**src/hw/rtl/ltb_pkg.sv**
```systemverilog
// Package for the layered tint blend core: payload structs, controller
// command/status types, state encoding and fixed-point constants.
// No dependencies.
`timescale 1ns / 1ps

package ltb_pkg;

  localparam int unsigned NUM_CHAN  = 3;
  localparam int unsigned DIV_STEPS = 17;

  localparam logic [16:0] ONE_Q16  = 17'd65536;
  localparam logic [16:0] HALF_Q16 = 17'd32768;
  // floor(2^24 / 255), used for divide-by-255 with one correction step
  localparam logic [16:0] RECIP255 = 17'd65793;
  localparam logic [7:0]  DIV255   = 8'd255;
  localparam logic [7:0]  RND255   = 8'd127;

  typedef struct packed {
    logic [7:0] layer_red;
    logic [7:0] layer_green;
    logic [7:0] layer_blue;
    logic [7:0] layer_strength;
    logic       last_layer;
  } ltb_in_t;

  typedef struct packed {
    logic [16:0] out_red;
    logic [16:0] out_green;
    logic [16:0] out_blue;
    logic [16:0] out_alpha;
  } ltb_out_t;

  typedef enum logic [3:0] {
    ST_IDLE,
    ST_ALPHA,
    ST_DIV_INIT,
    ST_DIV_STEP,
    ST_MIX,
    ST_WAIT_OUT,
    ST_OUT_MUL,
    ST_OUT_FIX,
    ST_EMIT
  } ltb_state_e;

  typedef struct packed {
    logic       load;
    logic       alpha;
    logic       div_init;
    logic       div_step;
    logic       mix;
    logic       out_mul;
    logic       out_fix;
    logic       emit;
    logic [1:0] chan;
  } ltb_cmd_t;

  typedef struct packed {
    logic skip;
    logic in_last;
    logic last;
  } ltb_stat_t;

endpackage

```
**src/hw/rtl/ltb_ctrl.sv**
```systemverilog
// Sequencer for the tint blend core: walks alpha update, divider, channel
// mixes and output scaling. Depends on ltb_pkg.
`timescale 1ns / 1ps

module ltb_ctrl (
  input  logic              clk_i,
  input  logic              rst_ni,
  input  logic              in_valid_i,
  output logic              in_ready_o,
  output logic              out_valid_o,
  input  logic              out_ready_i,
  input  ltb_pkg::ltb_stat_t st_i,
  output ltb_pkg::ltb_cmd_t  cmd_o
);
  import ltb_pkg::*;

  ltb_state_e  state_q, state_d;
  logic [4:0]  cnt_q, cnt_d;
  logic        out_valid_q, out_valid_d;

  always_ff @(posedge clk_i or negedge rst_ni) begin
    if (!rst_ni) begin
      state_q     <= ST_IDLE;
      cnt_q       <= '0;
      out_valid_q <= 1'b0;
    end else begin
      state_q     <= state_d;
      cnt_q       <= cnt_d;
      out_valid_q <= out_valid_d;
    end
  end

  // next state
  always_comb begin
    state_d = state_q;
    cnt_d   = cnt_q;
    case (state_q)
      ST_IDLE: begin
        if (in_valid_i) begin
          if (st_i.skip) begin
            state_d = st_i.in_last ? ST_WAIT_OUT : ST_IDLE;
          end else begin
            state_d = ST_ALPHA;
          end
        end
      end
      ST_ALPHA: begin
        state_d = ST_DIV_INIT;
      end
      ST_DIV_INIT: begin
        state_d = ST_DIV_STEP;
        cnt_d   = '0;
      end
      ST_DIV_STEP: begin
        if (cnt_q == 5'(DIV_STEPS - 1)) begin
          state_d = ST_MIX;
          cnt_d   = '0;
        end else begin
          cnt_d = cnt_q + 5'd1;
        end
      end
      ST_MIX: begin
        if (cnt_q == 5'(NUM_CHAN - 1)) begin
          state_d = st_i.last ? ST_WAIT_OUT : ST_IDLE;
          cnt_d   = '0;
        end else begin
          cnt_d = cnt_q + 5'd1;
        end
      end
      ST_WAIT_OUT: begin
        if (!out_valid_q || out_ready_i) begin
          state_d = ST_OUT_MUL;
          cnt_d   = '0;
        end
      end
      ST_OUT_MUL: begin
        state_d = ST_OUT_FIX;
      end
      ST_OUT_FIX: begin
        if (cnt_q == 5'(NUM_CHAN - 1)) begin
          state_d = ST_EMIT;
          cnt_d   = '0;
        end else begin
          state_d = ST_OUT_MUL;
          cnt_d   = cnt_q + 5'd1;
        end
      end
      ST_EMIT: begin
        state_d = ST_IDLE;
      end
      default: begin
        state_d = ST_IDLE;
        cnt_d   = '0;
      end
    endcase
  end

  // outputs
  always_comb begin
    cmd_o          = '0;
    cmd_o.chan     = cnt_q[1:0];
    in_ready_o     = 1'b0;
    case (state_q)
      ST_IDLE: begin
        in_ready_o = 1'b1;
        cmd_o.load = in_valid_i;
      end
      ST_ALPHA:    cmd_o.alpha    = 1'b1;
      ST_DIV_INIT: cmd_o.div_init = 1'b1;
      ST_DIV_STEP: cmd_o.div_step = 1'b1;
      ST_MIX:      cmd_o.mix      = 1'b1;
      ST_OUT_MUL:  cmd_o.out_mul  = 1'b1;
      ST_OUT_FIX:  cmd_o.out_fix  = 1'b1;
      ST_EMIT:     cmd_o.emit     = 1'b1;
      default: begin
        cmd_o = '0;
      end
    endcase
  end

  always_comb begin
    out_valid_d = out_valid_q;
    if (state_q == ST_EMIT) begin
      out_valid_d = 1'b1;
    end else if (out_valid_q && out_ready_i) begin
      out_valid_d = 1'b0;
    end
  end

  assign out_valid_o = out_valid_q;

endmodule

```
**src/hw/rtl/ltb_datapath.sv**
```systemverilog
// Datapath for the tint blend core: accumulators, alpha update, restoring
// divider, shared channel mixer and divide-by-255 output scaler.
// Depends on ltb_pkg.
`timescale 1ns / 1ps

module ltb_datapath (
  input  logic              clk_i,
  input  logic              rst_ni,
  input  ltb_pkg::ltb_in_t  in_data_i,
  input  ltb_pkg::ltb_cmd_t cmd_i,
  output ltb_pkg::ltb_stat_t st_o,
  output ltb_pkg::ltb_out_t out_data_o
);
  import ltb_pkg::*;

  // accumulators
  logic [23:0] acc_q [NUM_CHAN];
  logic [16:0] acc_alpha_q;

  // latched layer
  logic [7:0]  col_q [NUM_CHAN];
  logic [16:0] w_q;
  logic        last_q;

  // divider
  logic [16:0] rem_q;
  logic [16:0] nlo_q;
  logic [16:0] quo_q;
  logic        ovf_q;

  // output scaling
  logic [41:0] ro_prod_q;
  logic [16:0] res_q [NUM_CHAN];
  logic [16:0] res_alpha_q;

  logic [16:0] w_in;
  logic [16:0] a_cl;
  logic [33:0] grow_prod;
  logic [17:0] a_sum;
  logic [32:0] div_n;
  logic [17:0] div_t;
  logic        div_ge;
  logic [16:0] v_w;
  logic [23:0] c_sel;
  logic signed [24:0] mix_d;
  logic signed [42:0] mix_prod;
  logic signed [42:0] mix_sum;
  logic [24:0] ro_x;
  logic [17:0] ro_q0;
  logic [25:0] ro_r;
  logic [17:0] ro_q;

  // w = round(s * 65536 / 255) = s*257 + (s >= 128)
  assign w_in = {1'b0, in_data_i.layer_strength, 8'h0}
              + {9'h0, in_data_i.layer_strength}
              + {16'h0, in_data_i.layer_strength[7]};

  assign a_cl      = (acc_alpha_q > ONE_Q16) ? ONE_Q16 : acc_alpha_q;
  assign grow_prod = {17'h0, w_q} * {17'h0, ONE_Q16 - a_cl};
  assign a_sum     = {1'b0, a_cl} + 18'((grow_prod + {17'h0, HALF_Q16}) >> 16);

  assign div_n  = {w_q, 16'h0} + {17'h0, acc_alpha_q[16:1]};
  assign div_t  = {rem_q, nlo_q[16]};
  assign div_ge = div_t >= {1'b0, acc_alpha_q};

  assign v_w = (ovf_q || quo_q > ONE_Q16) ? ONE_Q16 : quo_q;

  assign c_sel    = acc_q[cmd_i.chan];
  assign mix_d    = $signed({1'b0, col_q[cmd_i.chan], 16'h0}) - $signed({1'b0, c_sel});
  assign mix_prod = 43'(mix_d) * 43'($signed({1'b0, v_w}));
  assign mix_sum  = mix_prod + 43'sd32768;

  assign ro_x  = {1'b0, c_sel} + {17'h0, RND255};
  assign ro_q0 = ro_prod_q[41:24];
  assign ro_r  = {1'b0, ro_x} - ({ro_q0, 8'h0} - {8'h0, ro_q0});
  assign ro_q  = (ro_r >= {18'h0, DIV255}) ? ro_q0 + 18'd1 : ro_q0;

  always_ff @(posedge clk_i or negedge rst_ni) begin
    if (!rst_ni) begin
      for (int i = 0; i < NUM_CHAN; i++) begin
        acc_q[i] <= '0;
      end
      acc_alpha_q <= '0;
    end else begin
      if (cmd_i.alpha) begin
        acc_alpha_q <= (a_sum > {1'b0, ONE_Q16}) ? ONE_Q16 : a_sum[16:0];
      end
      if (cmd_i.mix) begin
        acc_q[cmd_i.chan] <= c_sel + mix_sum[39:16];
      end
      if (cmd_i.emit) begin
        for (int i = 0; i < NUM_CHAN; i++) begin
          acc_q[i] <= '0;
        end
        acc_alpha_q <= '0;
      end
    end
  end

  always_ff @(posedge clk_i) begin
    if (cmd_i.load) begin
      col_q[0] <= in_data_i.layer_red;
      col_q[1] <= in_data_i.layer_green;
      col_q[2] <= in_data_i.layer_blue;
      w_q      <= w_in;
      last_q   <= in_data_i.last_layer;
    end
    if (cmd_i.div_init) begin
      ovf_q <= {1'b0, div_n[32:17]} >= acc_alpha_q;
      rem_q <= {1'b0, div_n[32:17]};
      nlo_q <= div_n[16:0];
      quo_q <= '0;
    end
    if (cmd_i.div_step) begin
      rem_q <= div_ge ? 17'(div_t - {1'b0, acc_alpha_q}) : div_t[16:0];
      quo_q <= {quo_q[15:0], div_ge};
      nlo_q <= {nlo_q[15:0], 1'b0};
    end
    if (cmd_i.out_mul) begin
      ro_prod_q <= {17'h0, ro_x} * {25'h0, RECIP255};
    end
    if (cmd_i.out_fix) begin
      res_q[cmd_i.chan] <= (ro_q > {1'b0, ONE_Q16}) ? ONE_Q16 : ro_q[16:0];
    end
    if (cmd_i.emit) begin
      res_alpha_q <= a_cl;
    end
  end

  assign st_o.skip    = (in_data_i.layer_strength == 8'h0);
  assign st_o.in_last = in_data_i.last_layer;
  assign st_o.last    = last_q;

  assign out_data_o.out_red   = res_q[0];
  assign out_data_o.out_green = res_q[1];
  assign out_data_o.out_blue  = res_q[2];
  assign out_data_o.out_alpha = res_alpha_q;

endmodule

```
**src/hw/rtl/layered_tint_blend_core.sv**
```systemverilog
// Channel | Signals                              | Transfer when
// input   | in_valid_i, in_ready_o, in_data_i    | in_valid_i && in_ready_o
// output  | out_valid_o, out_ready_i, out_data_o | out_valid_o && out_ready_i
//
// A layer with nonzero strength is accepted, then passes alpha update, divider
// setup, 17 restoring-divider steps, then 3 channel mixes on one multiplier.
// A zero-strength layer is only accepted. A last layer adds output scaling by
// 1/255, a multiply and a fix step per channel, plus wait and emit. Reset clears
// accumulators and control. A full output register stalls only a last layer,
// before its scaling starts.
//
// Top level of the layered tint blend core. Depends on ltb_pkg, ltb_ctrl
// and ltb_datapath.
`timescale 1ns / 1ps

module layered_tint_blend_core (
  input  logic             clk_i,
  input  logic             rst_ni,
  input  logic             in_valid_i,
  output logic             in_ready_o,
  input  ltb_pkg::ltb_in_t in_data_i,
  output logic             out_valid_o,
  input  logic             out_ready_i,
  output ltb_pkg::ltb_out_t out_data_o
);
  import ltb_pkg::*;

  ltb_cmd_t  cmd;
  ltb_stat_t st;

  ltb_ctrl u_ctrl (
    .clk_i       (clk_i),
    .rst_ni      (rst_ni),
    .in_valid_i  (in_valid_i),
    .in_ready_o  (in_ready_o),
    .out_valid_o (out_valid_o),
    .out_ready_i (out_ready_i),
    .st_i        (st),
    .cmd_o       (cmd)
  );

  ltb_datapath u_dp (
    .clk_i      (clk_i),
    .rst_ni     (rst_ni),
    .in_data_i  (in_data_i),
    .cmd_i      (cmd),
    .st_o       (st),
    .out_data_o (out_data_o)
  );

endmodule

```
**config.mk**
```make
export PLATFORM = sky130hd
export DESIGN_NAME = layered_tint_blend_core
export DESIGN_NICKNAME = d
export VERILOG_FILES = /design/src/hw/rtl/ltb_pkg.sv /design/src/hw/rtl/ltb_ctrl.sv /design/src/hw/rtl/ltb_datapath.sv /design/src/hw/rtl/layered_tint_blend_core.sv
export SDC_FILE = /design/constraint.sdc
export NUM_CORES = 2
export LEC_CHECK = 0
export ABC_AREA = 1
export ABC_CLOCK_PERIOD_IN_PS = 15800
export CAP_MARGIN = 20
export CORE_UTILIZATION = 70
export DETAILED_ROUTE_END_ITERATION = 6
export DONT_BUFFER_PORTS = 1
export PLACE_DENSITY = 0.86
export SLEW_MARGIN = 20
export SYNTH_ARGS = -nofsm -noshare
export SYNTH_HDL_FRONTEND = slang
export SYNTH_SLANG_ARGS = --single-unit
```
**constraint.sdc**
```tcl
create_clock -name clk_i -period 15.8 [get_ports clk_i]
set_input_delay 0.79 -clock clk_i [delete_from_list [all_inputs] [get_ports clk_i]]
set_output_delay 0.79 -clock clk_i [all_outputs]
set_load 0.02 [all_outputs]
```
==> reports/results.tsv <==
metric	value	unit
CP max stage delay	0.77	ns
Rel. slew slack	0.293	
GR peak layer	met2	
H-tree levels	1	
initial antenna violation count	0	
Ports	107	
Clock Skew	0.0174	ns
CTS sink count	278	
kind of critical path	register to register	
core area	62100	sq um
mux share of post-synthesis cell area	0	
antenna cell count	0	
Post-CTS Repair Setup Buffers	0	
first-pass GRT wire length	200000	um
setup slack, reg-to-reg	3.39	ns
TritonCTS Buffers	28	
main combinational cell family by area after synthesis	adder cells	
WL/cell	20.2	um
Total GRT Usage	0.402	
Slowest-stage cell, CP	nand2_1	
vias	36900	
Pre-antenna DRT Iters	7	
unrepaired setup endpoints after global routing	no	
fin nets	6446	
Critical R2R Capture	u_dp.acc_q[70]	
final setup margin	3.39	ns
actual slew at the worst max-slew pin	1.06	ns
GRT overflow	0	
register area share after synthesis	0.177	
simple-gate area share of the yosys netlist	0.183	
HPWL after detailed placement	101000	um
Max-cap violations	0	
Final min period	12.41	ns
post-route ant nets	0	
CTS tree	built	
Hold Crit Class	input port to asynchronous set/reset pin	
Worst Path Arrival	12.90	ns
share of layout cells above drive strength 1	0.0422	
cell area after synthesis	44200	sq um
die area	64200	sq um
via/cell ratio	5.97	
most common library cells after synthesis	inv_1 (1181), nand2_1 (968), fa_1 (639)	
Netlist cell types	69	
Area Growth Syn to Fin	4.29	%
starting density of the core	0.713	
adder-cell area share of the yosys netlist	0.418	
Post-synth top flop	edfxtp_1	
status	complete, but fails checks	
synthesized flop and latch total	278	
most frequent CP cell	nand2_1	
ys async rst share	0.356	
top cells by area, synth	fa_1 (29%), ha_1 (13%), edfxtp_1 (12%), inv_1 (10%), nand2_1 (8.2%)	
number of global-route vias before repair	38300	
worst skew pair latency	0.59	ns
CTS max path bufs	3	
Syn Nets	6493	
initial DRC count	3906	
Synth top area share	0.289	
most frequent cell after synthesis	inv_1	
largest net degree at the start of global routing	100	
Compound-Gate Fraction of Synth Area	0.0708	
Die Y	253	um
CTS clock-pin slew for the worst setup and hold paths	0.07	ns
EDFF count, synth	178	
placer congestion estimate	1.02	
routed wire length	125000	um
reg2reg start	u_ctrl.state_q[2]	
post-synthesis cell count	5361	
grt met2 use	0.659	
Ys Warns	0	
Setup TNS Final	0	ns
buffer and inverter count on the worst path	8	
Die W	253	um
fmax	80.6	MHz
failing checks	DRC	
CP top delay family	adder cells	
DR DRC count	18	
Synth area leader	fa_1	
CP max FO	21	
PortBufs	0	
Stages on worst setup path	49	
grt met3 use	0.0883	
Place WS	3.61	ns
row cnt	91	
Critical Path RT	16.30	ns
Avg Inst Size Synth	8.25	sq um
Root Buffer	clkbuf_16	
Post-Synth XOR/XNOR Area	0.0355	
final setup fails	0	
crit end category	register	
final count of pins violating max slew	0	
worst r2r path cells	49	
Critical Path Source Type	register	
Hold Fails Final Rpt	0	
final worst path period share	0.785	
Placed Area	45100	sq um
GRT met1 Usage	0.493	
Final Cell Area	46100	sq um
==> cell usage in the layout (no fill, tap or decap), types with 16 or more instances in the layout <==
| master | instances |
|---|---|
| o21ai_0 | 178 |
| nor2_2 | 47 |
| dfrtp_1 | 99 |
| ha_1 | 456 |
| a21o_1 | 16 |
| clkbuf_16 | 29 |
| nand2_1 | 968 |
| inv_2 | 17 |
| edfxtp_1 | 178 |
| nor2_1 | 624 |
| a21oi_1 | 190 |
| nand4_1 | 60 |
| xnor2_1 | 44 |
| xor2_1 | 126 |
| o22ai_1 | 37 |
| nor3_1 | 49 |
| buf_4 | 42 |
| nand3_1 | 126 |
| inv_1 | 1180 |
| fa_1 | 639 |
==> stage by stage <==
stage | util | hold slack [ns] | std cells
2_1_floorplan | - | 0.449 | 5361
3_3_place_gp | 0.726 | 0.463 | 6117
3_5_place_dp | 0.727 | 0.473 | 6118
4_1_cts | 0.743 | 0.152 | 6170
5_1_grt | 0.743 | 0.166 | 6172
6_report | 0.743 | 0.136 | 6172
==> how the worst max path moves through the flow <==
stage,startpoint,end,slack [ns]
after floorplan,u_ctrl.state_q[1],u_dp.acc_q[70],5.86
after global placement,u_ctrl.state_q[2],u_dp.acc_q[70],4.02
after detailed placement,u_ctrl.state_q[2],u_dp.acc_q[70],3.61
after CTS,u_ctrl.state_q[2],u_dp.acc_q[70],3.59
after global routing,u_ctrl.state_q[2],u_dp.acc_q[70],2.61
final,u_ctrl.state_q[2],u_dp.acc_q[70],3.39
==> kinds of logic after synthesis <==
| kind of cell | Yosys count |
|---|---|
| AOI/OAI and AO/OA | 531 |
| xor gates and xnor gates | 175 |
| adders and majority gates | 1095 |
| buffers and inverters | 1331 |
| DFF | 278 |
| other | 1 |
| and+or+nand+nor | 1950 |
==> worst register-to-register path, delay by kind of cell (launching register included) <==
| family | cells | cell delay, ns |
|---|---|---|
| simple gates | 19 | 3.80 |
| buf+inv | 8 | 1.19 |
| xor+xnor | 1 | 0.17 |
| fa+ha+maj | 9 | 3.92 |
| flops | 1 | 0.41 |
| compound gates | 12 | 2.81 |
==> repair_timing <==
action,in CTS,in global routing
hold buffers,1,0
endpoints found under the hold margin,99,0
resized for setup,0,0
==> layout make-up <==
cell class	instances	area, sq um
inverters	1210	4550
clock inverters	21	255
fillers	4550	15900
repair buffers	44	363
multi-input cells	3752	31300
flip-flops and latches	278	7840
well taps	837	1050
clock buffers	30	729
==> layer usage <==
| layer | part of all wire | up-vias |
|---|---|---|
| met5 | 0 | - |
| met4 | 0.068 | 0 |
| met3 | 0.11 | 599 |
| met2 | 0.47 | 2196 |
| met1 | 0.36 | 17700 |
| li1 | - | 16400 |
==> state kept, by name, summed over array words and instances (netlist names), 5 cells and up <==
name,flops
u_dp.acc_q,72
u_dp.col_q,24
u_dp.res_q,51
u_dp.acc_alpha_q,17
u_dp.ro_prod_q,18
u_dp.quo_q,17
u_dp.rem_q,17
u_dp.nlo_q,17
u_ctrl.cnt_q,5
u_dp.res_alpha_q,17
u_dp.w_q,16
Power is not shown: default switching activity piles up to over one toggle a cycle in this logic, so the estimate is an artifact.
